## src/rtl/rhc_pkg.sv

```systemverilog
// Shared types and constants for the RGB to HSV converter.
// No dependencies.
`default_nettype none

package rhc_pkg;

  localparam int CB = 16;          // component width, 8 to 32
  localparam int HW = CB + 3;      // width of the hue divisor, 6 * diff
  localparam int LATENCY = CB + 3; // delay that the checker's $past lookups use

  typedef struct packed {
    logic [CB-1:0] red;
    logic [CB-1:0] green;
    logic [CB-1:0] blue;
  } pixel_t;

  typedef struct packed {
    logic [CB-1:0] hue;
    logic          hue_undefined;
    logic [CB-1:0] saturation;
    logic [CB-1:0] brightness;
  } hsv_t;

  typedef enum logic [1:0] {
    SECT_RED,
    SECT_GREEN,
    SECT_BLUE
  } sector_t;

endpackage

`default_nettype wire

```

## src/rtl/rgb_to_hsv_converter_unit.sv

```systemverilog
// RGB to HSV converter: max/min stage, numerator stage, one restoring
// division bit per stage for saturation and hue in parallel. Uses rhc_pkg.
`default_nettype none

// A word taken with start passes through stage A, stage B, the divider stages
// and the output register before its out_valid strobe.
// Throughput: one word per clock; busy is tied low.
// The depth is set by the two bit-serial dividers, one quotient bit a stage.
// Reset (rst_n low, synchronous) clears every stage valid bit and out_valid;
// data registers are not reset.
module rgb_to_hsv_converter_unit (
  input  wire logic          clk,
  input  wire logic          rst_n,
  input  wire logic          start,
  output logic               busy,
  input  wire rhc_pkg::pixel_t in_pixel,
  output logic               out_valid,
  output rhc_pkg::hsv_t      out_hsv
);

  typedef struct packed {
    logic                   valid;
    logic                   undef;
    logic [rhc_pkg::CB-1:0] mx;
    logic [rhc_pkg::CB-1:0] sat_rem;
    logic [rhc_pkg::CB-1:0] sat_word;  // dividend low bits out, quotient in
    logic [rhc_pkg::HW-1:0] hue_rem;
    logic [rhc_pkg::HW-1:0] hue_den;
    logic [rhc_pkg::CB-1:0] hue_q;
  } div_t;

  function automatic div_t div_step(div_t s);
    div_t                   n;
    logic [rhc_pkg::CB:0]   sat_sh;
    logic [rhc_pkg::CB:0]   sat_try;
    logic [rhc_pkg::HW:0]   hue_sh;
    logic [rhc_pkg::HW:0]   hue_try;
    n       = s;
    sat_sh  = {s.sat_rem, s.sat_word[rhc_pkg::CB-1]};
    sat_try = sat_sh - {1'b0, s.mx};
    if (sat_sh >= {1'b0, s.mx}) begin
      n.sat_rem  = sat_try[rhc_pkg::CB-1:0];
      n.sat_word = {s.sat_word[rhc_pkg::CB-2:0], 1'b1};
    end else begin
      n.sat_rem  = sat_sh[rhc_pkg::CB-1:0];
      n.sat_word = {s.sat_word[rhc_pkg::CB-2:0], 1'b0};
    end
    hue_sh  = {s.hue_rem, 1'b0};
    hue_try = hue_sh - {1'b0, s.hue_den};
    if (hue_sh >= {1'b0, s.hue_den}) begin
      n.hue_rem = hue_try[rhc_pkg::HW-1:0];
      n.hue_q   = {s.hue_q[rhc_pkg::CB-2:0], 1'b1};
    end else begin
      n.hue_rem = hue_sh[rhc_pkg::HW-1:0];
      n.hue_q   = {s.hue_q[rhc_pkg::CB-2:0], 1'b0};
    end
    return n;
  endfunction

  // Stage A: max, min, sector
  logic                   a_valid_r;
  logic [rhc_pkg::CB-1:0] a_mx_r, a_mx_nxt;
  logic [rhc_pkg::CB-1:0] a_diff_r, a_diff_nxt;
  logic [rhc_pkg::CB-1:0] a_plus_r, a_plus_nxt;
  logic [rhc_pkg::CB-1:0] a_minus_r, a_minus_nxt;
  rhc_pkg::sector_t       a_sector_r, a_sector_nxt;
  logic [rhc_pkg::CB-1:0] mn;

  always_comb begin
    if (in_pixel.red >= in_pixel.green && in_pixel.red >= in_pixel.blue) begin
      a_sector_nxt = rhc_pkg::SECT_RED;
      a_mx_nxt     = in_pixel.red;
      a_plus_nxt   = in_pixel.green;
      a_minus_nxt  = in_pixel.blue;
    end else if (in_pixel.green >= in_pixel.blue) begin
      a_sector_nxt = rhc_pkg::SECT_GREEN;
      a_mx_nxt     = in_pixel.green;
      a_plus_nxt   = in_pixel.blue;
      a_minus_nxt  = in_pixel.red;
    end else begin
      a_sector_nxt = rhc_pkg::SECT_BLUE;
      a_mx_nxt     = in_pixel.blue;
      a_plus_nxt   = in_pixel.red;
      a_minus_nxt  = in_pixel.green;
    end
    mn = in_pixel.red;
    if (in_pixel.green < mn) mn = in_pixel.green;
    if (in_pixel.blue < mn) mn = in_pixel.blue;
    a_diff_nxt = a_mx_nxt - mn;
  end

  // Stage B: hue numerator and divisor, saturation dividend FULL * diff
  div_t                   b_nxt;
  logic [rhc_pkg::HW-1:0] diff_w;
  logic [rhc_pkg::HW-1:0] base_term;
  logic [rhc_pkg::HW:0]   num_s;

  always_comb begin
    diff_w = {{(rhc_pkg::HW-rhc_pkg::CB){1'b0}}, a_diff_r};
    case (a_sector_r)
      rhc_pkg::SECT_RED:   base_term = '0;
      rhc_pkg::SECT_GREEN: base_term = diff_w << 1;
      rhc_pkg::SECT_BLUE:  base_term = diff_w << 2;
      default:             base_term = '0;
    endcase
    b_nxt.valid   = a_valid_r;
    b_nxt.undef   = (a_diff_r == '0);
    b_nxt.mx      = a_mx_r;
    b_nxt.hue_den = (diff_w << 2) + (diff_w << 1);
    num_s = {1'b0, base_term}
          + {{(rhc_pkg::HW-rhc_pkg::CB+1){1'b0}}, a_plus_r}
          - {{(rhc_pkg::HW-rhc_pkg::CB+1){1'b0}}, a_minus_r};
    // wrap a negative numerator by one full turn
    if (num_s[rhc_pkg::HW]) begin
      b_nxt.hue_rem = num_s[rhc_pkg::HW-1:0] + b_nxt.hue_den;
    end else begin
      b_nxt.hue_rem = num_s[rhc_pkg::HW-1:0];
    end
    b_nxt.hue_q = '0;
    // FULL * diff = (diff << CB) - diff: high half diff-1, low half -diff
    if (b_nxt.undef) begin
      b_nxt.sat_rem = '0;
    end else begin
      b_nxt.sat_rem = a_diff_r - 1'b1;
    end
    b_nxt.sat_word = ~a_diff_r + 1'b1;
  end

  div_t div_r   [0:rhc_pkg::CB];
  div_t div_nxt [0:rhc_pkg::CB];

  // advance one quotient bit a stage; drop every valid bit in reset
  always_comb begin
    div_nxt[0] = b_nxt;
    for (int k = 1; k <= rhc_pkg::CB; k++) begin
      div_nxt[k] = div_step(div_r[k-1]);
    end
    if (!rst_n) begin
      for (int k = 0; k <= rhc_pkg::CB; k++) begin
        div_nxt[k].valid = 1'b0;
      end
    end
  end

  logic          out_valid_r;
  rhc_pkg::hsv_t out_hsv_r, out_hsv_nxt;

  always_comb begin
    out_hsv_nxt.hue_undefined = div_r[rhc_pkg::CB].undef;
    out_hsv_nxt.brightness    = div_r[rhc_pkg::CB].mx;
    if (div_r[rhc_pkg::CB].undef) begin
      out_hsv_nxt.hue        = '0;
      out_hsv_nxt.saturation = '0;
    end else begin
      out_hsv_nxt.hue        = div_r[rhc_pkg::CB].hue_q;
      out_hsv_nxt.saturation = div_r[rhc_pkg::CB].sat_word;
    end
  end

  always_ff @(posedge clk) begin
    a_mx_r     <= a_mx_nxt;
    a_diff_r   <= a_diff_nxt;
    a_plus_r   <= a_plus_nxt;
    a_minus_r  <= a_minus_nxt;
    a_sector_r <= a_sector_nxt;
    div_r      <= div_nxt;
    out_hsv_r  <= out_hsv_nxt;
    if (!rst_n) begin
      a_valid_r   <= 1'b0;
      out_valid_r <= 1'b0;
    end else begin
      a_valid_r   <= start;
      out_valid_r <= div_r[rhc_pkg::CB].valid;
    end
  end

  assign busy      = 1'b0;
  assign out_valid = out_valid_r;
  assign out_hsv   = out_hsv_r;

endmodule

`default_nettype wire

```

## config.mk

```make
export PLATFORM = sky130hd
export DESIGN_NAME = rgb_to_hsv_converter_unit
export DESIGN_NICKNAME = d
export VERILOG_FILES = /design/src/rtl/rhc_pkg.sv /design/src/rtl/rgb_to_hsv_converter_unit.sv
export SDC_FILE = /design/constraint.sdc
export NUM_CORES = 2
export LEC_CHECK = 0
export BUFFER_PORTS_ARGS = -buffer_cell sky130_fd_sc_hd__clkbuf_2
export CAP_MARGIN = 10
export CELL_PAD_IN_SITES_DETAIL_PLACEMENT = 0
export CELL_PAD_IN_SITES_GLOBAL_PLACEMENT = 1
export CORE_MARGIN = 2
export CORE_UTILIZATION = 37
export CTS_BUF_LIST = sky130_fd_sc_hd__clkbuf_2
export CTS_CLUSTER_SIZE = 16
export DETAILED_ROUTE_END_ITERATION = 8
export PLACE_DENSITY = 0.63
export SLEW_MARGIN = 10
export SYNTH_ARGS = -nofsm -noshare
export SYNTH_HDL_FRONTEND = slang
export SYNTH_SLANG_ARGS = --single-unit
```

## constraint.sdc

```tcl
create_clock -name clk -period 6.65 [get_ports clk]
set_input_delay 1.33 -clock clk [delete_from_list [all_inputs] [get_ports clk]]
set_output_delay 1.33 -clock clk [all_outputs]
set_load 0.01 [all_outputs]
```

==> results.txt <==
PostCTS Resize Cnt = 0
Clock skew = 0.1651 ns
Critical Path RT = 8.19 ns
Post-Syn Area per Cell = 9.740 sq um
Clock root buffer master = clkbuf_2
CTS Sinks = 1633
Core Rows = 161
Synth unique cells = 92
# DRC = 0
Detail Route Antenna Nets = 0
Post-CTS Setup Inserts = 0
Detailed placement HPWL = 126300 um
Initial Util = 37.10%
Max FO, Critical Path = 6
Unrepaired setup endpoints after global routing = false
CTS buffer count = 436
Clock Path Buffers = 4
Worst setup EP type = register
Post-DR wirelength/cell = 15.09 um
Total Routing Usage GR = 16.49%
Mapped Cells = 7313
Top FF cell, synth = dfxtp_1
Register area share after synthesis = 45.90%
Full die area = 196000 sq um
Drt initial violations = 1918
Min cycle time layout = 5.824 ns
Non-filler cells, final = 10780
Crit path buffers/inverters = 8
Mapped Nets = 8107
Hold Startpoint = div_r[679]$_DFF_P_
Global-route wire length before repair = 265300 um
Gpl congestion = 0.8643
Via Count = 51220
Crit path max-delay cell type = dlygate4sd3_1
Clk pin slew, worst setup/hold paths = 0.10 ns
Die X-Extent = 442.8 um
FFs w/ async S/R, synth = 0%
Worst Hold Depth = 0
FF-to-FF setup slack = 1.31 ns
Global route overflow = 0
Initial antenna violation count = 2
Placeable Area = 192000 sq um
Fin. Hold Viols = 0
Largest net degree at the start of global routing = 51
Setup slack at placement = -0.3215 ns
Mapped Area = 71230 sq um
Critical Path Most Common Cell = buf_4
Final #Nets = 8749
Status = finished clean
H-tree depth = 5
Fin. max-slew vios = 0
Dpl cell area = 75400 sq um
Dpl cells = 9960
Yosys reg bits = 1633
Reg-to-reg startpoint = a_sector_r[0]$_SDFF_PP0_
PnR worst setup slack = 0.8256 ns
Max_cap viols = 0
Final Cell Area = 80030 sq um
Worst-Skew Late Latency = 1.77 ns
Reg-to-Reg End = div_r[1716]$_DFF_P_
Final period utilization = 87.58%
CP startpoint kind = primary input
I/O Pins = 102
Vias per inst = 4.752
CP Class = primary input to register
Share of layout cells above drive strength 1 = 14.85%
Yosys top cell area share = 45.90%
Buffers on Ports = 100
EDFF count, synth = 0
Post-Route WL = 162700 um
Slew margin rel. = 17.89%
Vias in the first global route = 52590
CP top delay family = compound AO/OA/AOI/OAI gates
Synth area leader = dfxtp_1
CTS tree = done
YS warnings = 0
Synth-to-layout area growth = 12.36%
Slew @ Worst Pin = 1.227 ns
Dominant cells by area after synthesis = dfxtp_1 (46%), ha_1 (12%), inv_1 (4.8%)
DRT Pass-1 Iters = 6
Hold EP = div_r[576]$_DFF_P_
Reg2reg path depth = 22
Setup violations, final = 0
Fillers = 19040
Max Fclk = 171.7 MHz
HP Class = register to register
Worst path max stage delay = 0.52 ns
Worst setup path startpoint = in_pixel[45]
Die Ht = 442.8 um
CP arrival = 7.36 ns
worst max-delay path by stage:
| stage | end | slack, ns | cells after the start |
|---|---|---|---|
| 6_report | a_diff_r[15]$_DFF_P_ | 0.83 | 29 |
| 5_1_grt | a_diff_r[15]$_DFF_P_ | 0.62 | 30 |
| 4_1_cts | a_diff_r[15]$_DFF_P_ | 1.19 | 29 |
| 3_5_place_dp | a_diff_r[15]$_DFF_P_ | -0.32 | 28 |
| 3_3_place_gp | a_diff_r[15]$_DFF_P_ | -0.21 | 28 |
| 2_1_floorplan | a_diff_r[15]$_DFF_P_ | 0.16 | 29 |
cell usage in the layout (no fill, tap or decap), types with 20 or more instances in the layout:
cell type and n:
nand2_1 378, nor2b_1 160, a21boi_0 61, or3_1 49, dfxtp_1 1632, nand4_1 106
a31oi_1 38, o21a_1 70, buf_4 114, o31ai_1 38, a21o_1 133, a21oi_1 457
or2_2 33, nor4_1 30, and2_1 54, o21bai_1 46, xor2_1 127, clkinv_1 90
nor2_1 470, xnor2_1 259, nand2b_1 56, o2111ai_1 20, clkinv_2 28, and3_1 25
a211o_1 20, nand3_1 86, mux2i_1 63, dlygate4sd3_1 83, fa_1 49, o211ai_1 27
mux2_2 267, ha_1 694, inv_1 906, nor3_1 141, o21ai_0 395, a211oi_1 60
clkbuf_2 694
synthesized netlist by cell type (all sizes together) (63+ instances only):
library cell  count
a21boi           69
a21o            133
a21oi           461
dfxtp          1633
ha              694
inv             910
mux2            280
mux2i            63
nand2           380
nand3            86
nand4           106
nor2            479
nor2b           160
nor3            143
o21a             71
o21ai           407
xnor2           259
xor2            127
stage by stage:
stage | util (%) | hold slack [ns] | setup TNS, ns
after detailed placement | 39.28 | 0.3120 | -0.5918
after CTS | 41.68 | 0.2038 | 0
after floorplan | - | 0.3096 | 0
after global routing | 41.69 | 0.1818 | 0
after global placement | 39.28 | 0.3102 | -0.4710
final | 41.69 | 0.2208 | 0
what timing repair did:
| action | CTS | global route |
|---|---|---|
| setup endpoints to repair | 0 | 0 |
| hold buffers | 83 | 0 |
| hold endpoints to repair | 73 | 0 |
metal layers:
metal  wire (um)  track usage [%]  vias to the layer above  part of all wire [%]
met5           0                0                        -                     0
met4        4300            6.105                        0                   2.6
met3        6065            3.315                      297                   3.7
met2       80250            29.52                      877                    49
met1       72070            19.32                    23520                    44
li1            -                -                    26530                     -
state kept, by name, indices dropped and copies added, names as in the netlist:
signal	flops
a_plus_r	16
a_sector_r	2
a_mx_r	16
a_valid_r	1
a_diff_r	16
out_hsv	49
a_minus_r	16
div_r	981
div_nxt	535
out_valid	1
cells by family after synthesis:
kind of cell	count (synthesis)	share of synthesized area, %
AND/OR/NAND/NOR	1655	11.32
flip-flops	1633	45.90
AO/OA/AOI/OAI	1548	13.67
buffers and inverters	1003	5.400
adder cells (fa/ha/maj)	743	13.57
XOR/XNOR	387	4.778
multiplexers	343	5.360
other	1	0.005265
layout make-up:
cell class | instances | area (sq um) | area share [%]
Antenna cell | 5 | 12.51 | 0.01563
Clock buffer | 594 | 2973 | 3.715
Clock inverter | 137 | 812.0 | 1.015
Inverter | 910 | 3418 | 4.271
Multi-Input combinational cell | 4677 | 34770 | 43.45
Sequential cell | 1633 | 32690 | 40.85
Tap cell | 2526 | 3161 | 3.949
Timing Repair Buffer | 297 | 2187 | 2.733
Power is left out: the tool's default activity adds up to more than one toggle a clock period on the data nets, which glitch-free logic cannot reach.
